$ cat config.mk
export PLATFORM = sky130hd
export DESIGN_NAME = range_list_text_parser_core
export DESIGN_NICKNAME = d
export VERILOG_FILES = /design/src/rlp_pkg.sv /design/src/range_list_text_parser_core.sv /design/src/rlp_step.sv
export SDC_FILE = /design/constraint.sdc
export NUM_CORES = 1
export LEC_CHECK = 0
export ABC_AREA = 1
export ABC_CLOCK_PERIOD_IN_PS = 12040
export BUFFER_PORTS_ARGS = -buffer_cell sky130_fd_sc_hd__buf_2
export CORE_ASPECT_RATIO = 0.5
export CORE_MARGIN = 10
export CORE_UTILIZATION = 40
export CTS_CLUSTER_SIZE = 24
export DETAILED_ROUTE_END_ITERATION = 8
export HOLD_SLACK_MARGIN = 0.06
export PLACE_DENSITY_LB_ADDON = 0.12
export SYNTH_ARGS = -nofsm -noshare
export SYNTH_HDL_FRONTEND = slang
export SYNTH_SLANG_ARGS = --single-unit
$ cat constraint.sdc
create_clock -name clk -period 12.04 [get_ports clk]
set_clock_uncertainty 0.05 [all_clocks]
set_input_delay 0 -clock clk [delete_from_list [all_inputs] [get_ports clk]]
set_output_delay 0 -clock clk [all_outputs]
set_load 0.02 [all_outputs]
$ cat src/rlp_pkg.sv
// rlp_pkg: shared widths, phase codes, register indexes and item structs
// for the range list text parser; used by rlp_step and the top level.
// no dependencies.
package rlp_pkg;

  // bitmap size the parser is built for
  localparam int MAX_BITS = 4096;

  localparam int CHAR_W  = 8;
  localparam int BOUND_W = 12;
  localparam int COUNT_W = 13;
  localparam int VAL_W   = (MAX_BITS > 2) ? $clog2(MAX_BITS) : 1;
  // wide enough for value * 10 + 9 and for either limit
  localparam int CMP_W   = (VAL_W + 4 > COUNT_W + 1) ? VAL_W + 4 : COUNT_W + 1;

  localparam int RADIX = 10;

  localparam logic [CHAR_W-1:0] NUL_CODE   = 8'h00;
  localparam logic [CHAR_W-1:0] ZERO_CODE  = 8'h30;
  localparam logic [CHAR_W-1:0] NINE_CODE  = 8'h39;
  localparam logic [CHAR_W-1:0] SPACE_CODE = 8'h20;
  localparam logic [CHAR_W-1:0] TAB_CODE   = 8'h09;
  localparam logic [CHAR_W-1:0] CR_CODE    = 8'h0D;

  // parser phases
  localparam logic [2:0] PH_FIRST       = 3'd0;
  localparam logic [2:0] PH_NEXT        = 3'd1;
  localparam logic [2:0] PH_AFTER_ENUM  = 3'd2;
  localparam logic [2:0] PH_AFTER_RANGE = 3'd3;
  localparam logic [2:0] PH_AWAIT       = 3'd4;
  localparam logic [2:0] PH_DISCARD     = 3'd5;

  // configuration register indexes
  localparam logic [1:0] REG_LIST_SEP  = 2'd0;
  localparam logic [1:0] REG_SPAN_SEP  = 2'd1;
  localparam logic [1:0] REG_BIT_COUNT = 2'd2;

  localparam logic [CHAR_W-1:0]  LIST_SEP_RST  = 8'd44;
  localparam logic [CHAR_W-1:0]  SPAN_SEP_RST  = 8'd45;
  localparam logic [COUNT_W-1:0] BIT_COUNT_RST = 13'd4096;

  typedef struct packed {
    logic [2:0]       phase;
    logic [VAL_W-1:0] begin_value;
    logic [VAL_W-1:0] end_value;
    logic             filling_end;
  } state_t;

  typedef struct packed {
    logic [CHAR_W-1:0]  list_sep;
    logic [CHAR_W-1:0]  span_sep;
    logic [COUNT_W-1:0] bit_count;
  } cfg_t;

  typedef struct packed {
    logic               range_valid;
    logic [BOUND_W-1:0] range_begin;
    logic [BOUND_W-1:0] range_end;
    logic               string_done;
    logic               parse_error;
  } result_t;

  // low bound bits of a value, zero extended where the value is narrower
  function automatic logic [BOUND_W-1:0] to_bound(input logic [VAL_W-1:0] v);
    logic [VAL_W+BOUND_W-1:0] w;
    w = (VAL_W + BOUND_W)'(v);
    return w[BOUND_W-1:0];
  endfunction

endpackage

$ cat src/range_list_text_parser_core.sv
// range_list_text_parser_core: top level of the range list text parser.
// depends on rlp_pkg and rlp_step.
//
// Takes one character per item and can accept a new character every clock
// cycle while char_stall is low. Each character is parsed in the cycle it is
// accepted; its result, if any, goes to the result register, or to a one-entry
// skid buffer behind it when a result waits untaken, so char_stall is a
// registered signal that rises only once two results are waiting; the
// sustained rate is one character per cycle while results are taken. A result
// carries either a finished range, a string done flag, or both; characters
// that finish nothing produce no result. After an error all characters up to
// and including the next NUL are dropped silently. Configuration registers
// sit at byte addresses 0 (list separator), 4 (range joiner) and 8 (bit count)
// and must only be written while the parser is idle.
module range_list_text_parser_core (
  input  logic                           clk,
  input  logic                           rst,
  // character channel
  input  logic                           char_valid,
  output logic                           char_stall,
  input  logic [rlp_pkg::CHAR_W-1:0]     char_code,
  // result channel
  output logic                           result_valid,
  input  logic                           result_stall,
  output logic                           range_valid,
  output logic [rlp_pkg::BOUND_W-1:0]    range_begin,
  output logic [rlp_pkg::BOUND_W-1:0]    range_end,
  output logic                           string_done,
  output logic                           parse_error,
  // configuration port
  input  logic                           psel,
  input  logic                           penable,
  input  logic                           pwrite,
  input  logic [3:0]                     paddr,
  input  logic [31:0]                    pwdata,
  output logic [31:0]                    prdata,
  output logic                           pready
);
  import rlp_pkg::*;

  state_t  st;
  state_t  st_next;
  cfg_t    cfg;
  logic    has_result;
  result_t step_res;
  result_t out_res;
  result_t skid;
  logic    skid_valid;
  logic    accept;
  logic    out_take;
  logic    cfg_write;
  logic [1:0] reg_index;

  assign accept     = char_valid && !char_stall;
  assign out_take   = result_valid && !result_stall;
  assign char_stall = skid_valid;

  // character step
  rlp_step u_step (
    .st         (st),
    .cfg        (cfg),
    .char_code  (char_code),
    .st_next    (st_next),
    .has_result (has_result),
    .res        (step_res)
  );

  // parser state
  always_ff @(posedge clk) begin
    if (rst) begin
      st <= {PH_FIRST, {(2 * VAL_W + 1){1'b0}}};
    end else if (accept) begin
      st <= st_next;
    end
  end

  // configuration registers
  assign pready    = 1'b1;
  assign reg_index = paddr[3:2];
  assign cfg_write = psel && penable && pwrite && pready;

  always_ff @(posedge clk) begin
    if (rst) begin
      cfg.list_sep  <= LIST_SEP_RST;
      cfg.span_sep  <= SPAN_SEP_RST;
      cfg.bit_count <= BIT_COUNT_RST;
    end else if (cfg_write) begin
      case (reg_index)
        REG_LIST_SEP:  cfg.list_sep  <= pwdata[CHAR_W-1:0];
        REG_SPAN_SEP:  cfg.span_sep  <= pwdata[CHAR_W-1:0];
        REG_BIT_COUNT: cfg.bit_count <= pwdata[COUNT_W-1:0];
        default: ;
      endcase
    end
  end

  // register read back
  always_comb begin
    case (reg_index)
      REG_LIST_SEP:  prdata = 32'(cfg.list_sep);
      REG_SPAN_SEP:  prdata = 32'(cfg.span_sep);
      REG_BIT_COUNT: prdata = 32'(cfg.bit_count);
      default:       prdata = '0;
    endcase
  end

  // result register and skid buffer control
  always_ff @(posedge clk) begin
    if (rst) begin
      result_valid <= 1'b0;
      skid_valid   <= 1'b0;
    end else if (skid_valid) begin
      if (out_take) begin
        skid_valid <= 1'b0;
      end
    end else if (accept && has_result) begin
      if (result_valid && !out_take) begin
        skid_valid <= 1'b1;
      end else begin
        result_valid <= 1'b1;
      end
    end else if (out_take) begin
      result_valid <= 1'b0;
    end
  end

  // result payload
  always_ff @(posedge clk) begin
    if (skid_valid) begin
      if (out_take) begin
        out_res <= skid;
      end
    end else if (accept && has_result) begin
      if (result_valid && !out_take) begin
        skid <= step_res;
      end else begin
        out_res <= step_res;
      end
    end
  end

  assign range_valid = out_res.range_valid;
  assign range_begin = out_res.range_begin;
  assign range_end   = out_res.range_end;
  assign string_done = out_res.string_done;
  assign parse_error = out_res.parse_error;

  // every result finishes a range or a string
  a_result_content: assert property (@(posedge clk) disable iff (rst)
    result_valid |-> (range_valid || string_done))
    else $error("result with neither range nor done");

  // an error ends the string and carries no range
  a_error_shape: assert property (@(posedge clk) disable iff (rst)
    (result_valid && parse_error) |-> (string_done && !range_valid))
    else $error("error result malformed");

  // skid only fills behind a waiting result
  a_skid_order: assert property (@(posedge clk) disable iff (rst)
    skid_valid |-> result_valid)
    else $error("skid holds an item while result register is empty");

  // a terminator always restarts the parser
  a_nul_restart: assert property (@(posedge clk) disable iff (rst)
    (accept && (char_code == NUL_CODE)) |=> (st.phase == PH_FIRST))
    else $error("parser not restarted after terminator");

endmodule

$ cat src/rlp_step.sv
// rlp_step: one character step of the range list parser, combinational.
// depends on rlp_pkg for state, configuration and result structs.
module rlp_step (
  input  rlp_pkg::state_t             st,
  input  rlp_pkg::cfg_t               cfg,
  input  logic [rlp_pkg::CHAR_W-1:0]  char_code,
  output rlp_pkg::state_t             st_next,
  output logic                        has_result,
  output rlp_pkg::result_t            res
);
  import rlp_pkg::*;

  logic             is_nul;
  logic             is_enum;
  logic             is_range;
  logic             is_digit;
  logic             is_space;
  logic             fresh;
  logic             fill_end;
  logic [VAL_W-1:0] cur_val;
  logic [3:0]       digit;
  logic [CMP_W-1:0] num;
  logic             too_big;
  logic [VAL_W-1:0] new_val;
  logic [VAL_W-1:0] closed_end;
  state_t           start_st;
  result_t          fail_res;
  result_t          done_res;

  // character classes; a marker never matches the terminator
  always_comb begin
    is_nul   = (char_code == NUL_CODE);
    is_enum  = !is_nul && (char_code == cfg.list_sep);
    is_range = !is_nul && (char_code == cfg.span_sep);
    is_digit = (char_code >= ZERO_CODE) && (char_code <= NINE_CODE);
    is_space = (char_code == SPACE_CODE) ||
               ((char_code >= TAB_CODE) && (char_code <= CR_CODE));
  end

  // digit accumulation into the bound being filled
  always_comb begin
    logic [CHAR_W-1:0] d8;
    d8       = char_code - ZERO_CODE;
    digit    = d8[3:0];
    fresh    = (st.phase == PH_FIRST) || (st.phase == PH_AFTER_ENUM) ||
               (st.phase == PH_AFTER_RANGE);
    fill_end = fresh ? (st.phase == PH_AFTER_RANGE) : st.filling_end;
    cur_val  = fill_end ? st.end_value : st.begin_value;
    if (fresh) begin
      num = CMP_W'(digit);
    end else begin
      num = CMP_W'(cur_val) * CMP_W'(RADIX) + CMP_W'(digit);
    end
    too_big = (num >= CMP_W'(cfg.bit_count)) || (num >= CMP_W'(MAX_BITS));
    new_val = num[VAL_W-1:0];
    closed_end = st.filling_end ? st.end_value : st.begin_value;
  end

  // fixed results and the fresh-string state
  always_comb begin
    start_st             = '0;
    start_st.phase       = PH_FIRST;
    fail_res             = '0;
    fail_res.string_done = 1'b1;
    fail_res.parse_error = 1'b1;
    done_res             = '0;
    done_res.string_done = 1'b1;
  end

  // phase transitions
  always_comb begin
    st_next    = st;
    has_result = 1'b0;
    res        = '0;
    case (st.phase)
      PH_FIRST, PH_AFTER_ENUM, PH_AFTER_RANGE: begin
        if (is_nul) begin
          st_next    = start_st;
          has_result = 1'b1;
          res        = done_res;
        end else if (is_enum || is_range) begin
          st_next       = start_st;
          st_next.phase = PH_DISCARD;
          has_result    = 1'b1;
          res           = fail_res;
        end else if (is_digit) begin
          if (too_big) begin
            st_next       = start_st;
            st_next.phase = PH_DISCARD;
            has_result    = 1'b1;
            res           = fail_res;
          end else begin
            st_next.filling_end = fill_end;
            st_next.phase       = PH_NEXT;
            if (fill_end) begin
              st_next.end_value = new_val;
            end else begin
              st_next.begin_value = new_val;
            end
          end
        end else if (!is_space) begin
          st_next       = start_st;
          st_next.phase = PH_DISCARD;
          has_result    = 1'b1;
          res           = fail_res;
        end
      end
      PH_NEXT, PH_AWAIT: begin
        if (is_nul) begin
          st_next         = start_st;
          has_result      = 1'b1;
          res.range_valid = 1'b1;
          res.range_begin = to_bound(st.begin_value);
          res.range_end   = to_bound(closed_end);
          res.string_done = 1'b1;
        end else if (is_enum) begin
          st_next.end_value = closed_end;
          st_next.phase     = PH_AFTER_ENUM;
          has_result        = 1'b1;
          res.range_valid   = 1'b1;
          res.range_begin   = to_bound(st.begin_value);
          res.range_end     = to_bound(closed_end);
        end else if (is_range) begin
          st_next.phase = PH_AFTER_RANGE;
        end else if (is_digit) begin
          if ((st.phase == PH_AWAIT) || too_big) begin
            st_next       = start_st;
            st_next.phase = PH_DISCARD;
            has_result    = 1'b1;
            res           = fail_res;
          end else if (fill_end) begin
            st_next.end_value = new_val;
          end else begin
            st_next.begin_value = new_val;
          end
        end else if (is_space) begin
          st_next.phase = PH_AWAIT;
        end else begin
          st_next       = start_st;
          st_next.phase = PH_DISCARD;
          has_result    = 1'b1;
          res           = fail_res;
        end
      end
      default: begin
        // discarding through the next terminator
        if (is_nul) begin
          st_next = start_st;
        end
      end
    endcase
  end

endmodule
==> summary.md, run 1 <==
| Metric | Value |
|---|---|
| CP Capture Type | flop |
| Largest cells by area after synthesis | edfxtp_1, nand2_1, dfxtp_1 |
| Worst slew margin | 28.7% |
| TritonCTS Buffers | 17 |
| Max incr delay on CP | 0.81 ns |
| Detail Placement HPWL | 15300 um |
| Critical path's top delay family | simple AND/OR/NAND/NOR gates |
| Leakage | 3.80 nW |
| Flop pwr share | 38.0% |
| Crit Path Class | reg -> reg |
| Yosys top cell by area | edfxtp_1 |
| Switch Pwr | 0.347 mW |
| Setup repair bufs after CTS | 0 |
| Hold Crit Class | in -> reg |
| Clk root buf | clkbuf_16 |
| Net count, final | 1235 |
| CP max-delay cell | dfxtp_1 |
| Routed WL | 20400 um |
| Data arrival, critical path | 7.21 ns |
| Final Hold Fails | 0 |
| Part of the power in the clock network | 44.3% |
| Post_cts resized | 0 |
| CP required | 11.98 ns |
| Slew @ Worst Pin | 1.07 ns |
| Synth async-reset ratio | 0% |
| Final setup violation count | 0 |
| Max-capacitance violation count | 0 |
| Gate power share | 17.7% |
| CTS tree | built |
| Ports | 113 |
| Status | complete, no violations |
| Synth Register Bits | 113 |
| DR vias | 6760 |
| Clock Latency Late Sink | 0.42 ns |
| Via density per instance | 4.75 |
| Post-synthesis instance area | 7510 um2 |
| Int Pwr | 0.810 mW |
| Crit-path most repeated cell | nand2_1 |
| Yosys warns | 0 |
| Count leader, synth | nand2_1 |
| Crit path time final | 7.27 ns |
| Met2 WL post-DR | 8380 um |
| CP bufs+invs | 6 |
| Area share of the largest cell type after synthesis | 21.6% |
| Final Max Slew Viols | 0 |
| Fin util | 47.5% |
| 1st-pass router iterations | 5 |
| Share of cells above drive strength 1 | 14.2% |
| Die H | 117 um |
| Clk buf depth | 2 |
| Vias in the first global route | 6312 |
| # rows | 35 |
| RSZ-0062 raised after global routing | no |
| Mean routed wirelength per cell | 14.4 um |
| Synth top cells by count | nand2_1, inv_1, nor2_1, o21ai_0, dfxtp_1 |
| VDD IR max | 0.0948 mV |
| Gr ovfl total | 0 |
| Post-Place Setup Slack | 4.83 ns |
| Post-detailed-route count of antenna-violating nets | 0 |
| DR iter-0 viols | 414 |
| # port buffers | 71 |
| Max Clk Rate | 138 MHz |
| DRC errors left | 0 |
| Setup ws final | 4.77 ns |
| R2r setup slk | 4.77 ns |
| Worst-path fanout max | 39 |
| Initial antenna violation count | 0 |
| H-tree level count | 4 |
| Post-synthesis cell count | 1074 |
| Syn avg cell area | 7.00 um2 |
| Gr usage total | 16.7% |
| Met3 routed WL | 1090 um |
| Top sig layer | met4 |
| Wl on met1 | 10800 um |
| Syn-to-layout area delta | 16.5% |
| GP Congestion | 0.861 |
| CTS clk-pin slew, worst paths | 0.06 ns |
| Pin count of the biggest net entering global routing | 40 |
| Number of synthesized flops with an enable pin | 54 |
| Sw frac | 30.0% |
| Tcrit/Tclk final | 60.4% |
| Power per standard cell area | 132 nW/um2 |
| Initial Utilization | 40.8% |
| Die ar. | 25000 um2 |
| Dominant synthesized flop cell | dfxtp_1 |
| CTS Sinks | 113 |
| Sequential-to-total area share from yosys stat | 37.3% |
| Critical path startpoint category | flop |
| Inserted Diodes | 0 |
| Post-Route Setup TNS | 0 ns |
| Die width | 214 um |
| Core Box Area | 18400 um2 |
| Netlist cell types | 45 |
| First-pass GRT wire length | 33200 um |
-- cell families after synthesis --
family	count (synthesis)	share of synthesized area, %
compound gates	178	13.3
flops	113	37.3
other cells	2	0.0999
buf+inv	196	11.3
xor+xnor	15	1.85
fa+ha+maj	34	5.86
simple gates	536	30.3
-- routing by layer --
metal	vias to the layer above	track usage (%)
met5	-	0
met4	0	4.60
met3	14	4.04
met2	150	24.5
met1	3033	23.8
li1	3563	-
-- layout make-up --
type	instances	area, um2
fillers	1878	9680
multi-input cells	783	3930
flip-flops and latches	113	2800
repair buffers	94	571
inverters	141	532
clock buffers	18	429
well taps	259	324
clock inverters	14	165
-- stage by stage --
stage / hold slack, ns / area (um2) / total power [mW] / std cells
detailed placement: 0.184 / 7990 / 0.649 / 1373
CTS: 0.0692 / 8760 / 1.16 / 1422
global route: 0.0899 / 8760 / 1.21 / 1422
global placement: 0.183 / 7990 / 0.647 / 1373
finish: 0.0795 / 8760 / 1.16 / 1422
floorplan: 0.0763 / 7580 / 0.592 / 1092
-- cell usage in the layout, fill, tap and decap left out, types with 4 or more instances in the layout --
| cell type | Yosys | routed |
|---|---|---|
| nor2_2 | 6 | 6 |
| nor2_1 | 99 | 99 |
| dlygate4sd3_1 | 0 | 17 |
| nand3b_1 | 4 | 4 |
| or2_2 | 4 | 4 |
| edfxtp_1 | 54 | 54 |
| buf_4 | 21 | 6 |
| clkbuf_16 | 0 | 17 |
| ha_1 | 32 | 32 |
| nand3_1 | 23 | 23 |
| xnor2_1 | 6 | 6 |
| conb_1 | 2 | 20 |
| o221ai_1 | 6 | 6 |
| inv_2 | 6 | 6 |
| o22ai_1 | 6 | 6 |
| a21oi_1 | 51 | 50 |
| clkinv_1 | 3 | 5 |
| nor3_1 | 8 | 8 |
| dfxtp_1 | 59 | 59 |
| nand4_1 | 7 | 7 |
| nand3_2 | 12 | 12 |
| xor2_1 | 8 | 8 |
| o211ai_1 | 8 | 8 |
| buf_2 | 2 | 71 |
| a21oi_2 | 12 | 13 |
| inv_1 | 131 | 131 |
| o21ai_1 | 13 | 13 |
| nand2_2 | 11 | 11 |
| nand2_1 | 351 | 351 |
| o21ai_0 | 76 | 76 |
-- power groups by stage --
stage | clock network [mW] | registers (mW) | logic (mW)
global route | 0.538 | 0.442 | 0.231
floorplan | 0 | 0.464 | 0.128
detailed placement | 0 | 0.448 | 0.201
global placement | 0 | 0.447 | 0.200
CTS | 0.518 | 0.440 | 0.206
finish | 0.513 | 0.439 | 0.205
-- flip-flops by register name, indices dropped and copies added, names as in the netlist --
signal	flops
range_end	12
range_begin	12
string_done	1
char_stall	1
cfg	29
parse_error	1
result_valid	1
st	28
skid	27
range_valid	1
-- worst paths after layout --
check / start / endpoint / cells after the start
max: st[0] / skid[24] / 29
min: rst / st[14] / 2
max reg2reg: st[0] / skid[24] / 29
min reg2reg: st[22] / st[22] / 2
-- worst register-to-register path: cells and delay by family (launching register included) --
family,cells,cell delay (ns)
DFF,1,0.81
and+or+nand+nor,14,1.78
buffers and inverters,6,1.55
AOI/OAI and AO/OA,5,1.21
adders and majority gates,4,1.40
-- timing repair --
item / CTS / global route
hold endpoints to repair: 31 / 0
setup endpoints to repair: 0 / 0
hold buffers: 17 / 0
(Power assumes the default switching activity.)
==> run 2: changes to the inputs <==
--- a/config.mk
+++ b/config.mk
@@ -5,8 +5,8 @@
 export SDC_FILE = /design/constraint.sdc
 export NUM_CORES = 1
 export LEC_CHECK = 0
-export ABC_AREA = 1
-export ABC_CLOCK_PERIOD_IN_PS = 12040
+export ABC_AREA = 0
+export ABC_CLOCK_PERIOD_IN_PS = 7100
 export BUFFER_PORTS_ARGS = -buffer_cell sky130_fd_sc_hd__buf_2
 export CORE_ASPECT_RATIO = 0.5
 export CORE_MARGIN = 10
==> constraint.sdc (replaced) <==
create_clock -name clk -period 7.1 [get_ports clk]
set_clock_uncertainty 0.05 [all_clocks]
set_input_delay 0 -clock clk [delete_from_list [all_inputs] [get_ports clk]]
set_output_delay 0 -clock clk [all_outputs]
set_load 0.02 [all_outputs]
==> summary.md, run 2 <==
| Metric | Value |
|---|---|
| Status | complete, no violations (unchanged) |
| Dominant synthesized flop cell | dfxtp_1 (unchanged) |
| Sw frac | 26.4% (was 30.0%) |
| Post-detailed-route count of antenna-violating nets | 0 (unchanged) |
| Final Hold Fails | 0 (unchanged) |
| Slew @ Worst Pin | 1.03 ns (was 1.07 ns) |
| GP Congestion | 0.884 (was 0.861) |
| TritonCTS Buffers | 17 (unchanged) |
| Gr ovfl total | 0 (unchanged) |
| CP max-delay cell | dlygate4sd3_1 (was dfxtp_1) |
| CP bufs+invs | 3 (was 6) |
| Vias in the first global route | 5882 (was 6312) |
| Clock Latency Late Sink | 0.41 ns (was 0.42 ns) |
| Int Pwr | 1.36 mW (was 0.810 mW) |
| First-pass GRT wire length | 31800 um (was 33200 um) |
| Worst-path fanout max | 9 (was 39) |
| Leakage | 3.37 nW (was 3.80 nW) |
| Worst slew margin | 31.3% (was 28.7%) |
| Most common library cell in the layout ignoring fill and taps | nand2_1 (unchanged) |
| Biggest register | cfg (unchanged) |
| Final Max Slew Viols | 0 (unchanged) |
| CP required | 7.35 ns (was 11.98 ns) |
| Critical path's top delay family | simple AND/OR/NAND/NOR gates (unchanged) |
| Number of synthesized flops with an enable pin | 54 (unchanged) |
| Routed WL | 19500 um (was 20400 um) |
| Area share of the largest cell type after synthesis | 22.9% (was 21.6%) |
| Hold slack | 0.154 ns (was 0.0795 ns) |
| Pin count of the biggest net entering global routing | 48 (was 40) |
| # port buffers | 71 (unchanged) |
| Power per standard cell area | 220 nW/um2 (was 132 nW/um2) |
| Syn avg cell area | 9.35 um2 (was 7.00 um2) |
| # rows | 34 (was 35) |
| Setup ws final | 0.498 ns (was 4.77 ns) |
| Finished Cell Area | 8410 um2 (was 8760 um2) |
| Initial antenna violation count | 0 (unchanged) |
| 1st-pass router iterations | 5 (unchanged) |
| Placed Cells | 1039 (was 1373) |
| Crit Path Class | reg -> reg (unchanged) |
| H-tree level count | 4 (unchanged) |
| # fillers | 1685 (was 1878) |
| Gate power share | 14.0% (was 17.7%) |
| Post-Route Setup TNS | 0 ns (unchanged) |
| Clk root buf | clkbuf_16 (unchanged) |
| Most frequent cells in the layout | nand2_1, nor2_1, buf_2, dfxtp_1, edfxtp_1 (was nand2_1, inv_1, nor2_1, o21ai_0, buf_2) |
| Inserted Diodes | 0 (unchanged) |
| Part of the power in the clock network | 46.3% (was 44.3%) |
| Netlist cell types | 77 (was 45) |
| CP Capture Type | flop (unchanged) |
| Max-capacitance violation count | 0 (unchanged) |
| Yosys top cell by area | edfxtp_1 (unchanged) |
| Detail Placement HPWL | 14800 um (was 15300 um) |
| Final setup violation count | 0 (unchanged) |
| Synth async-reset ratio | 0% (unchanged) |
| Die H | 114 um (was 117 um) |
| Flop pwr share | 39.7% (was 38.0%) |
| Fin util | 48.5% (was 47.5%) |
| VDD IR max | 0.160 mV (was 0.0948 mV) |
| Gr usage total | 16.5% (was 16.7%) |
| Critical path startpoint category | flop (unchanged) |
| Fin cells | 1088 (was 1422) |
| Count leader, synth | nand2_1 (unchanged) |
| Core Box Area | 17400 um2 (was 18400 um2) |
| Post-Place Setup Slack | 0.397 ns (was 4.83 ns) |
| Tcrit/Tclk final | 93.0% (was 60.4%) |
| Post-synthesis cell count | 757 (was 1074) |
| Net count, final | 926 (was 1235) |
| Max FFs per register | 29 (unchanged) |
| Via density per instance | 5.38 (was 4.75) |
| Max Clk Rate | 151 MHz (was 138 MHz) |
| Crit path time final | 6.60 ns (was 7.27 ns) |
| Sequential-to-total area share from yosys stat | 39.6% (was 37.3%) |
| Hold Crit Class | in -> reg (unchanged) |
| Pwr Total | 1.85 mW (was 1.16 mW) |
| Largest cells by area after synthesis | edfxtp_1, dfxtp_1, mux2i_1 (was edfxtp_1, nand2_1, dfxtp_1) |
| Share of cells above drive strength 1 | 18.7% (was 14.2%) |
| Max incr delay on CP | 0.61 ns (was 0.81 ns) |
| Mean routed wirelength per cell | 17.9 um (was 14.4 um) |
| CTS clk-pin slew, worst paths | 0.05 ns (was 0.06 ns) |
| Die width | 208 um (was 214 um) |
| Data arrival, critical path | 6.85 ns (was 7.21 ns) |
| CTS tree | built (unchanged) |
| Clk buf depth | 2 (unchanged) |
| Post-synthesis instance area | 7080 um2 (was 7510 um2) |
| Yosys warns | 0 (unchanged) |
| Switch Pwr | 0.488 mW (was 0.347 mW) |
| DRC errors left | 0 (unchanged) |
| DR iter-0 viols | 417 (was 414) |
| Synth top cells by count | nand2_1, nor2_1, dfxtp_1, edfxtp_1, mux2i_1 (was nand2_1, inv_1, nor2_1, o21ai_0, dfxtp_1) |
| RSZ-0062 raised after global routing | no (unchanged) |
| Ports | 113 (unchanged) |
| DR vias | 5858 (was 6760) |
| Synth Register Bits | 113 (unchanged) |
| Top flop regs | cfg (29), st (28), skid (27) (unchanged) |
| Die ar. | 23700 um2 (was 25000 um2) |
| Placed Area | 7630 um2 (was 7990 um2) |
| Syn-to-layout area delta | 18.9% (was 16.5%) |
| Initial Utilization | 40.8% (about the same) |
| CTS Sinks | 113 (unchanged) |
[run 2: worst min-delay path: stages]
cell     delay (ns)
buf_2          0.10
nand3_1        0.10
nor3b_1        0.06
buf_4          0.18
nand2_1        0.08
a21oi_1        0.05
[run 2: path summary, 6_finish.rpt]
kind,start,end,slack [ns],depth (start not counted)
setup / recovery,st[26],char_stall,0.50,26
hold reg to reg,cfg[4],cfg[4],0.42,2
hold / removal,penable,cfg[11],0.15,6
setup reg to reg,st[26],char_stall,0.50,26
[run 2: cell type report]
| cell class | instances | area, um2 | area share [%] |
|---|---|---|---|
| multi-input cells | 574 | 3940 | 46.9 |
| flip-flops and latches | 113 | 2800 | 33.3 |
| repair buffers | 102 | 656 | 7.80 |
| clock buffers | 21 | 450 | 5.36 |
| well taps | 234 | 293 | 3.48 |
| clock inverters | 11 | 139 | 1.65 |
| inverters | 33 | 124 | 1.47 |
[run 2: per-layer routing]
| layer | up-vias | part of all wire [%] | global-route usage [%] |
|---|---|---|---|
| li1 | 2882 | - | - |
| met1 | 2785 | 52 | 23.4 |
| met2 | 175 | 42 | 24.1 |
| met3 | 16 | 5.8 | 4.77 |
| met4 | 0 | 0.71 | 3.45 |
| met5 | - | 0 | 0 |
[run 2: timing repair]
| action | CTS | global route |
|---|---|---|
| resized for setup | 0 | 5 |
| setup buffers | 0 | 0 |
| hold endpoints to repair | 33 | 0 |
| endpoints found under the setup margin | 0 | 64 |
| hold buffers | 17 | 0 |
[run 2: power groups by stage]
stage	clock network, mW	registers [mW]	logic [mW]
after floorplan	0	0.775	0.146
after global placement	0	0.746	0.251
after detailed placement	0	0.747	0.252
after CTS	0.873	0.733	0.261
after global routing	0.908	0.737	0.284
final	0.858	0.734	0.259
[run 2: logic make-up (layout without fill, tap and decap cells)]
| group | after synthesis | count (layout) | share of synthesized area [%] |
|---|---|---|---|
| simple gates | 254 | 254 | 17.5 |
| other cells | 2 | 20 | 0.106 |
| buf+inv | 88 | 167 | 5.91 |
| flops | 113 | 113 | 39.6 |
| xor+xnor | 34 | 34 | 4.21 |
| fa+ha+maj | 34 | 34 | 6.22 |
| compound gates | 176 | 176 | 18.2 |
| mux | 56 | 56 | 8.17 |
